[config.mk]
export PLATFORM = sky130hd
export DESIGN_NAME = uart_rx_ring_idle_timeout
export DESIGN_NICKNAME = d
export VERILOG_FILES = /design/src/hdl/urx_pkg.sv /design/src/hdl/urx_ctrl.sv /design/src/hdl/urx_dpath.sv /design/src/hdl/uart_rx_ring_idle_timeout.sv
export SDC_FILE = /design/constraint.sdc
export NUM_CORES = 2
export LEC_CHECK = 0
export ABC_CLOCK_PERIOD_IN_PS = 12300
export BUFFER_PORTS_ARGS = -buffer_cell sky130_fd_sc_hd__buf_2
export CORE_ASPECT_RATIO = 2
export CORE_MARGIN = 1
export CORE_UTILIZATION = 45
export CTS_CLUSTER_DIAMETER = 40
export DETAILED_ROUTE_END_ITERATION = 16
export GPL_ROUTABILITY_DRIVEN = 0
export SYNTH_ARGS = -nofsm -noshare
export SYNTH_HDL_FRONTEND = slang
export SYNTH_HIERARCHICAL = 1
export SYNTH_SLANG_ARGS = --single-unit
[constraint.sdc]
create_clock -name clk -period 12.3 [get_ports clk]
set_input_delay 2.46 -clock clk [delete_from_list [all_inputs] [get_ports clk]]
set_output_delay 2.46 -clock clk [all_outputs]
set_load 0.005 [all_outputs]
[src/hdl/urx_pkg.sv]
package urx_pkg;

    // Input item modes.
    localparam logic [1:0] MODE_BYTE = 2'd0;
    localparam logic [1:0] MODE_READ = 2'd1;
    localparam logic [1:0] MODE_TICK = 2'd2;

    // Event codes reported on ticks.
    localparam logic [1:0] EVT_NONE    = 2'd0;
    localparam logic [1:0] EVT_FULL    = 2'd1;
    localparam logic [1:0] EVT_TIMEOUT = 2'd2;

    // Configuration register indexes.
    localparam logic CFG_IDLE_TICKS     = 1'b0;
    localparam logic CFG_FULL_THRESHOLD = 1'b1;

    localparam logic [15:0] IDLE_TICKS_RESET     = 16'd10;
    localparam logic [8:0]  FULL_THRESHOLD_RESET = 9'd240;
    localparam logic [8:0]  AVAIL_MAX            = 9'h1ff;

    typedef enum logic [1:0] {
        S_CLEAR,
        S_IDLE,
        S_EXEC
    } urx_state_t;

    typedef struct packed {
        logic accept;
        logic clear_step;
        logic exec;
    } urx_cmd_t;

    typedef struct packed {
        logic clear_last;
    } urx_status_t;

endpackage

[src/hdl/urx_ctrl.sv]
module urx_ctrl
(
    input  logic                 clk,
    input  logic                 rst_n,
    input  logic                 in_valid,
    output logic                 in_stall,
    output logic                 out_valid,
    input  logic                 out_stall,
    input  urx_pkg::urx_status_t status,
    output urx_pkg::urx_cmd_t    cmd
);

    urx_pkg::urx_state_t state_reg;
    urx_pkg::urx_state_t state_next;
    logic                out_valid_reg;
    logic                out_valid_next;
    logic                out_free;

    always_ff @(posedge clk or negedge rst_n)
    begin
        if (!rst_n)
        begin
            state_reg     <= urx_pkg::S_CLEAR;
            out_valid_reg <= 1'b0;
        end
        else
        begin
            state_reg     <= state_next;
            out_valid_reg <= out_valid_next;
        end
    end

    always_comb
    begin
        state_next     = state_reg;
        cmd            = '0;
        in_stall       = 1'b1;
        // The output register can take a new result when it is empty or is
        // being emptied in this cycle.
        out_free       = !out_valid_reg || !out_stall;
        out_valid_next = out_valid_reg && out_stall;
        unique case (state_reg)
            urx_pkg::S_CLEAR:
            begin
                cmd.clear_step = 1'b1;
                if (status.clear_last)
                begin
                    state_next = urx_pkg::S_IDLE;
                end
            end
            urx_pkg::S_IDLE:
            begin
                in_stall = 1'b0;
                if (in_valid)
                begin
                    cmd.accept = 1'b1;
                    state_next = urx_pkg::S_EXEC;
                end
            end
            urx_pkg::S_EXEC:
            begin
                if (out_free)
                begin
                    cmd.exec       = 1'b1;
                    out_valid_next = 1'b1;
                    state_next     = urx_pkg::S_IDLE;
                end
            end
            default:
            begin
                state_next = urx_pkg::S_CLEAR;
            end
        endcase
    end

    assign out_valid = out_valid_reg;

endmodule

[src/hdl/urx_dpath.sv]
module urx_dpath
#(
    parameter int DEPTH = 256
)
(
    input  logic                 clk,
    input  logic                 rst_n,
    input  urx_pkg::urx_cmd_t    cmd,
    output urx_pkg::urx_status_t status,
    input  logic [1:0]           mode,
    input  logic [7:0]           rx_byte,
    input  logic                 wr_en,
    input  logic                 wr_index,
    input  logic [15:0]          wr_data,
    output logic [7:0]           data,
    output logic                 data_valid,
    output logic [1:0]           event_res,
    output logic [8:0]           avail
);

    localparam int AW = $clog2(DEPTH);
    localparam int CW = $clog2(DEPTH + 1);
    localparam int MW = (CW > 9) ? CW : 9;

    function automatic logic [AW-1:0] next_pos(input logic [AW-1:0] p);
        return (p == AW'(DEPTH - 1)) ? '0 : p + 1'b1;
    endfunction

    logic [8:0]    mem [DEPTH];
    logic [8:0]    rdata_reg;

    logic [15:0]   idle_ticks_reg;
    logic [8:0]    full_threshold_reg;
    logic [AW-1:0] clr_addr_reg;
    logic [AW-1:0] write_pos_reg;
    logic [AW-1:0] write_pos_next;
    logic [AW-1:0] head_pos_reg;
    logic [AW-1:0] head_pos_next;
    logic [CW-1:0] held_reg;
    logic [CW-1:0] held_next;
    logic [15:0]   countdown_reg;
    logic [15:0]   countdown_next;
    logic          arrived_reg;
    logic          arrived_next;

    logic [1:0]    mode_reg;
    logic [7:0]    byte_reg;
    logic [AW-1:0] addr_reg;

    logic [7:0]    data_reg;
    logic [7:0]    data_next;
    logic          data_valid_reg;
    logic          data_valid_next;
    logic [1:0]    event_reg;
    logic [1:0]    event_next;
    logic [8:0]    avail_reg;
    logic [8:0]    avail_next;

    logic [AW-1:0] rd_addr;
    logic          mem_we;
    logic [AW-1:0] mem_waddr;
    logic [8:0]    mem_wdata;
    logic [8:0]    thr_eff;

    // A byte goes in at the write position; reads and ticks look at the head.
    assign rd_addr = (mode == urx_pkg::MODE_BYTE) ? write_pos_reg : head_pos_reg;
    assign thr_eff = (full_threshold_reg == '0) ? 9'd1 : full_threshold_reg;
    assign status.clear_last = (clr_addr_reg == AW'(DEPTH - 1));

    always_ff @(posedge clk)
    begin
        if (mem_we)
        begin
            mem[mem_waddr] <= mem_wdata;
        end
        if (cmd.accept)
        begin
            rdata_reg <= mem[rd_addr];
        end
    end

    always_ff @(posedge clk)
    begin
        if (cmd.accept)
        begin
            mode_reg <= mode;
            byte_reg <= rx_byte;
            addr_reg <= rd_addr;
        end
        if (cmd.exec)
        begin
            data_reg       <= data_next;
            data_valid_reg <= data_valid_next;
            event_reg      <= event_next;
            avail_reg      <= avail_next;
        end
    end

    always_ff @(posedge clk or negedge rst_n)
    begin
        if (!rst_n)
        begin
            idle_ticks_reg     <= urx_pkg::IDLE_TICKS_RESET;
            full_threshold_reg <= urx_pkg::FULL_THRESHOLD_RESET;
            clr_addr_reg       <= '0;
            write_pos_reg      <= '0;
            head_pos_reg       <= '0;
            held_reg           <= '0;
            countdown_reg      <= '0;
            arrived_reg        <= 1'b0;
        end
        else
        begin
            if (wr_en)
            begin
                unique case (wr_index)
                    urx_pkg::CFG_IDLE_TICKS:     idle_ticks_reg     <= wr_data;
                    urx_pkg::CFG_FULL_THRESHOLD: full_threshold_reg <= wr_data[8:0];
                    default:                     ;
                endcase
            end
            if (cmd.clear_step)
            begin
                clr_addr_reg <= clr_addr_reg + 1'b1;
            end
            if (cmd.exec)
            begin
                write_pos_reg <= write_pos_next;
                head_pos_reg  <= head_pos_next;
                held_reg      <= held_next;
                countdown_reg <= countdown_next;
                arrived_reg   <= arrived_next;
            end
        end
    end

    always_comb
    begin
        write_pos_next  = write_pos_reg;
        head_pos_next   = head_pos_reg;
        held_next       = held_reg;
        countdown_next  = countdown_reg;
        arrived_next    = arrived_reg;
        data_next       = '0;
        data_valid_next = 1'b0;
        event_next      = urx_pkg::EVT_NONE;
        mem_we          = cmd.clear_step;
        mem_waddr       = clr_addr_reg;
        mem_wdata       = '0;
        if (cmd.exec)
        begin
            case (mode_reg)
                urx_pkg::MODE_BYTE:
                begin
                    // Overwriting a valid entry replaces the oldest byte and
                    // leaves the count unchanged.
                    if (!rdata_reg[8] && (held_reg < CW'(DEPTH)))
                    begin
                        held_next = held_reg + 1'b1;
                    end
                    mem_we         = 1'b1;
                    mem_waddr      = addr_reg;
                    mem_wdata      = {1'b1, byte_reg};
                    write_pos_next = next_pos(write_pos_reg);
                    arrived_next   = 1'b1;
                end
                urx_pkg::MODE_READ:
                begin
                    if (rdata_reg[8])
                    begin
                        data_next       = rdata_reg[7:0];
                        data_valid_next = 1'b1;
                        mem_we          = 1'b1;
                        mem_waddr       = addr_reg;
                        mem_wdata       = '0;
                        head_pos_next   = next_pos(head_pos_reg);
                        if (held_reg != '0)
                        begin
                            held_next = held_reg - 1'b1;
                        end
                    end
                end
                urx_pkg::MODE_TICK:
                begin
                    if (rdata_reg[8] && (held_reg != '0))
                    begin
                        if (arrived_reg)
                        begin
                            countdown_next = idle_ticks_reg;
                            arrived_next   = 1'b0;
                        end
                        else if (countdown_reg != '0)
                        begin
                            countdown_next = countdown_reg - 1'b1;
                        end
                        if (MW'(held_reg) >= MW'(thr_eff))
                        begin
                            event_next = urx_pkg::EVT_FULL;
                        end
                        else if (countdown_next == '0)
                        begin
                            event_next = urx_pkg::EVT_TIMEOUT;
                        end
                    end
                    else
                    begin
                        countdown_next = '0;
                        arrived_next   = 1'b0;
                    end
                end
                default:
                begin
                end
            endcase
        end
        avail_next = (MW'(held_next) > MW'(urx_pkg::AVAIL_MAX)) ? urx_pkg::AVAIL_MAX
                                                                : 9'(held_next);
    end

    assign data       = data_reg;
    assign data_valid = data_valid_reg;
    assign event_res  = event_reg;
    assign avail      = avail_reg;

endmodule

[src/hdl/uart_rx_ring_idle_timeout.sv]
// An accepted item's ring entry is read into a register in the idle state; the exec state's
// update then loads its result into the output register, and a stalled result holds the update.
// No new item is taken until the previous one is written back, as the ring memory is updated
// by read-modify-write (registered read, then update and write-back).
// Reset: asynchronous, active low; afterwards a clearing pass writes every ring entry in turn to
// mark it invalid, during which no item is accepted. Configuration writes are always taken.
module uart_rx_ring_idle_timeout
#(
    parameter int DEPTH = 256
)
(
    input  logic        clk,
    input  logic        rst_n,
    input  logic        in_valid,
    output logic        in_stall,
    input  logic [1:0]  mode,
    input  logic [7:0]  rx_byte,
    output logic        out_valid,
    input  logic        out_stall,
    output logic [7:0]  data,
    output logic        data_valid,
    output logic [1:0]  event_res,
    output logic [8:0]  avail,
    input  logic        wr_en,
    input  logic        wr_index,
    input  logic [15:0] wr_data
);

    urx_pkg::urx_cmd_t    cmd;
    urx_pkg::urx_status_t status;

    urx_ctrl u_ctrl
    (
        .clk       (clk),
        .rst_n     (rst_n),
        .in_valid  (in_valid),
        .in_stall  (in_stall),
        .out_valid (out_valid),
        .out_stall (out_stall),
        .status    (status),
        .cmd       (cmd)
    );

    urx_dpath #(.DEPTH(DEPTH)) u_dpath
    (
        .clk        (clk),
        .rst_n      (rst_n),
        .cmd        (cmd),
        .status     (status),
        .mode       (mode),
        .rx_byte    (rx_byte),
        .wr_en      (wr_en),
        .wr_index   (wr_index),
        .wr_data    (wr_data),
        .data       (data),
        .data_valid (data_valid),
        .event_res  (event_res),
        .avail      (avail)
    );

endmodule

==> flow_summary.json <==
{
  "p_total_mw": 20.2,
  "endpoint_kind": "flip-flop",
  "clk_path_buf_depth": 4,
  "drt_iter0_markers": 6469,
  "post-cts-setup-buffers": 0,
  "violations": "design-rule violations, max-capacitance violations, max-slew violations",
  "insertion_delay_ps": 910,
  "die_h_um": 657,
  "clk_pin_slew_worst_paths_ps": 70,
  "maxCapViolCount": 2,
  "totalWireLength_um": 306000,
  "r2r_cells": 10,
  "synthArstFlopShare_pct": 3.21,
  "reg2reg_from": "u_dpath/write_pos_reg[1]$_DFFE_PN0P_",
  "p_comb_share_pct": 20.4,
  "hold_depth": 1,
  "die_x_um": 329,
  "ioPinCount": 54,
  "dpl-instance-area_um2": 99600,
  "fin_setup_tns_ps": 0,
  "grt_pass1_wl_um": 425000,
  "std_cell_rows": 240,
  "worstPathMaxFanout": 83,
  "worst_slew_pin_slew_ps": 1500,
  "crit_start": "mode[0]",
  "worst_hold_slack_ps": 496,
  "syn_nets": 6380,
  "grt_setup_unrepaired": "false",
  "drv_slew": 1,
  "antenna_left": 0,
  "final_cell_area_um2": 107000,
  "synthDistinctLibCells": 96,
  "cts_tree": "built",
  "power.density_nw_per_um2": 189,
  "nets": 6405,
  "cp-start-kind": "primary input",
  "synth_area_um2": 96500,
  "criticalPathCategory": "in2reg",
  "firstDrtPassIters": 14,
  "nFillCells": 17800,
  "clock-sinks": 2429,
  "status": "finished, violations left",
  "synth-edff-count": 2351,
  "die-area_um2": 216000,
  "seqPwrFrac_pct": 46.7,
  "min_period_ps": 8030,
  "r2r_end": "u_dpath/rdata_reg[6]$_DFFE_PP_",
  "largest_reg_flops": 2304,
  "synthCells": 6331,
  "start_util_pct": 45.2,
  "avgSynthCellArea_um2": 15.2,
  "vias": 57300,
  "hold_viol_final": 0,
  "ctsHoldBuffers": 0,
  "setup_violations": 0,
  "irDropWorstVdd_mv": 0.138,
  "power_switching_mw": 6.06,
  "grt_max_degree": 186,
  "p_leak_nw": 33.7,
  "routed_via_density": 6.09,
  "route.detailed.drc": 16,
  "grt_overflow": 0,
  "yosysWarnings": 6,
  "period_share_pct": 65.3,
  "min_path_type": "reg2reg",
  "ys_seq_area_share_pct": 75.2,
  "ys_ff_latch": 2429,
  "required_ps": 12940,
  "ff2ff_setup_slack_ps": 5580,
  "ys.flop_type": "edfxtp_1",
  "p_int_mw": 14.1,
  "mostFrequentLayoutCell": "edfxtp_1",
  "cts-root-buf": "clkbuf_16",
  "clock_skew_ps": 52.3,
  "critPathCapture": "u_dpath/rdata_reg[6]$_DFFE_PP_",
  "cts_resized": 0,
  "h-tree-depth": 4,
  "place_inst": 8924,
  "crit_arrival_ps": 8670,
  "hpwl_um": 196000,
  "p_clk_share_pct": 32.9,
  "wire_per_inst_um": 32.5,
  "antenna_found_initial": 25,
  "slew_headroom_pct": -0.712,
  "drive_gt1_share_pct": 10.9,
  "grtUsageTotal_pct": 28.0,
  "syn2layout_area_growth_pct": 10.5,
  "design.core.area_um2": 214000,
  "grt_pass1_vias": 56400,
  "cts_buffers": 213,
  "layout_common_cells": "edfxtp_1 (2351), nand2_1 (1060), mux2i_1 (398), nor2_1 (356), nand3_1 (334)",
  "swShare_pct": 30.0,
  "fmax_mhz": 125,
  "portBuffers": 53,
  "layout.cells.non_filler": 9407
}
## how the worst min path moves through the flow
stage / start / to / slack [ps]
after floorplan: u_dpath/idle_ticks_reg[5]$_DFFE_PN0P_ / u_dpath/idle_ticks_reg[5]$_DFFE_PN0P_ / 480
after global placement: u_dpath/arrived_reg$_DFFE_PN0P_ / u_dpath/arrived_reg$_DFFE_PN0P_ / 460
after detailed placement: u_dpath/arrived_reg$_DFFE_PN0P_ / u_dpath/arrived_reg$_DFFE_PN0P_ / 490
after CTS: u_dpath/arrived_reg$_DFFE_PN0P_ / u_dpath/arrived_reg$_DFFE_PN0P_ / 510
after global routing: u_dpath/idle_ticks_reg[14]$_DFFE_PN0P_ / u_dpath/idle_ticks_reg[14]$_DFFE_PN0P_ / 520
final: u_dpath/arrived_reg$_DFFE_PN0P_ / u_dpath/arrived_reg$_DFFE_PN0P_ / 500
## metal layers
layer	track usage [%]	up-vias	part of all wire, %
met5	0	-	0.0039
met4	27.7	2	12
met3	3.61	845	6.0
met2	47.6	2624	50
met1	29.2	29400	32
li1	-	24400	-
## through the flow
| step | setup WS [ps] | util (%) |
|---|---|---|
| floorplan | 701 | - |
| global placement | 4020 | 46.6 |
| detailed placement | 3910 | 46.7 |
| CTS | 4830 | 49.8 |
| global route | 4410 | 49.9 |
| finish | 4270 | 49.9 |
## synth_stat cells, types with 18 or more instances
cell | instances | area, µm²
edfxtp_1 | 2351 | 70600
nand2_1 | 1062 | 3990
mux2i_1 | 398 | 3980
nor2_1 | 362 | 1360
nand3_1 | 334 | 1670
o22ai_1 | 172 | 1080
clkbuf_1 | 155 | 582
a31oi_1 | 141 | 882
o21ai_0 | 138 | 691
buf_2 | 114 | 571
a32oi_1 | 102 | 893
nand4_1 | 96 | 601
mux4_2 | 95 | 2140
a21oi_1 | 86 | 430
dfrtp_1 | 72 | 1800
buf_4 | 60 | 450
and3_1 | 41 | 257
a22oi_1 | 39 | 293
nor3_1 | 37 | 185
mux2_2 | 28 | 315
buf_1 | 27 | 101
xnor2_1 | 27 | 236
a211oi_1 | 26 | 195
nand2b_1 | 25 | 156
buf_6 | 23 | 259
inv_1 | 23 | 86.3
or2_2 | 18 | 113
xor2_1 | 18 | 158
## critical path: stages
cell	delay [ps]
buf_2	300
nor3b_2	860
nor2_4	100
inv_8	490
buf_4	880
mux2i_1	330
o22ai_1	120
o21ai_0	980
o2111ai_1	1020
nor3_1	850
nor4_2	110
## cell type report
cell class                      instances  area, µm²  area share, %
Antenna cell                          106        265          0.249
Clock buffer                          258       5590           5.25
Clock inverter                        119       1130           1.06
Inverter                               27        143          0.134
Multi-Input combinational cell       3492      22000           20.6
Sequential cell                      2429      72600           68.1
Tap cell                             2783       3480           3.27
Timing Repair Buffer                  193       1430           1.34
## logic make-up (layout without fill, tap and decap cells)
family / after synthesis / after routing / share of synthesized area [%]
compound gates: 828 / 828 / 5.76
flops: 2429 / 2429 / 75.2
fa+ha+maj: 17 / 17 / 0.220
buf+inv: 410 / 597 / 2.23
mux: 521 / 521 / 6.67
other cells: 0 / 106 / 0
xor+xnor: 45 / 45 / 0.408
simple gates: 2081 / 2081 / 9.53
## power groups by stage
stage / Combinational (mW) / Clock (mW) / Sequential, mW
after floorplan: 2.69 / 0 / 9.54
after global placement: 3.99 / 0 / 9.60
after detailed placement: 4.04 / 0 / 9.61
after CTS: 4.05 / 6.71 / 9.43
after global routing: 4.28 / 6.99 / 9.45
final: 4.11 / 6.65 / 9.44
Note: power is estimated with default switching activity, not from simulation.
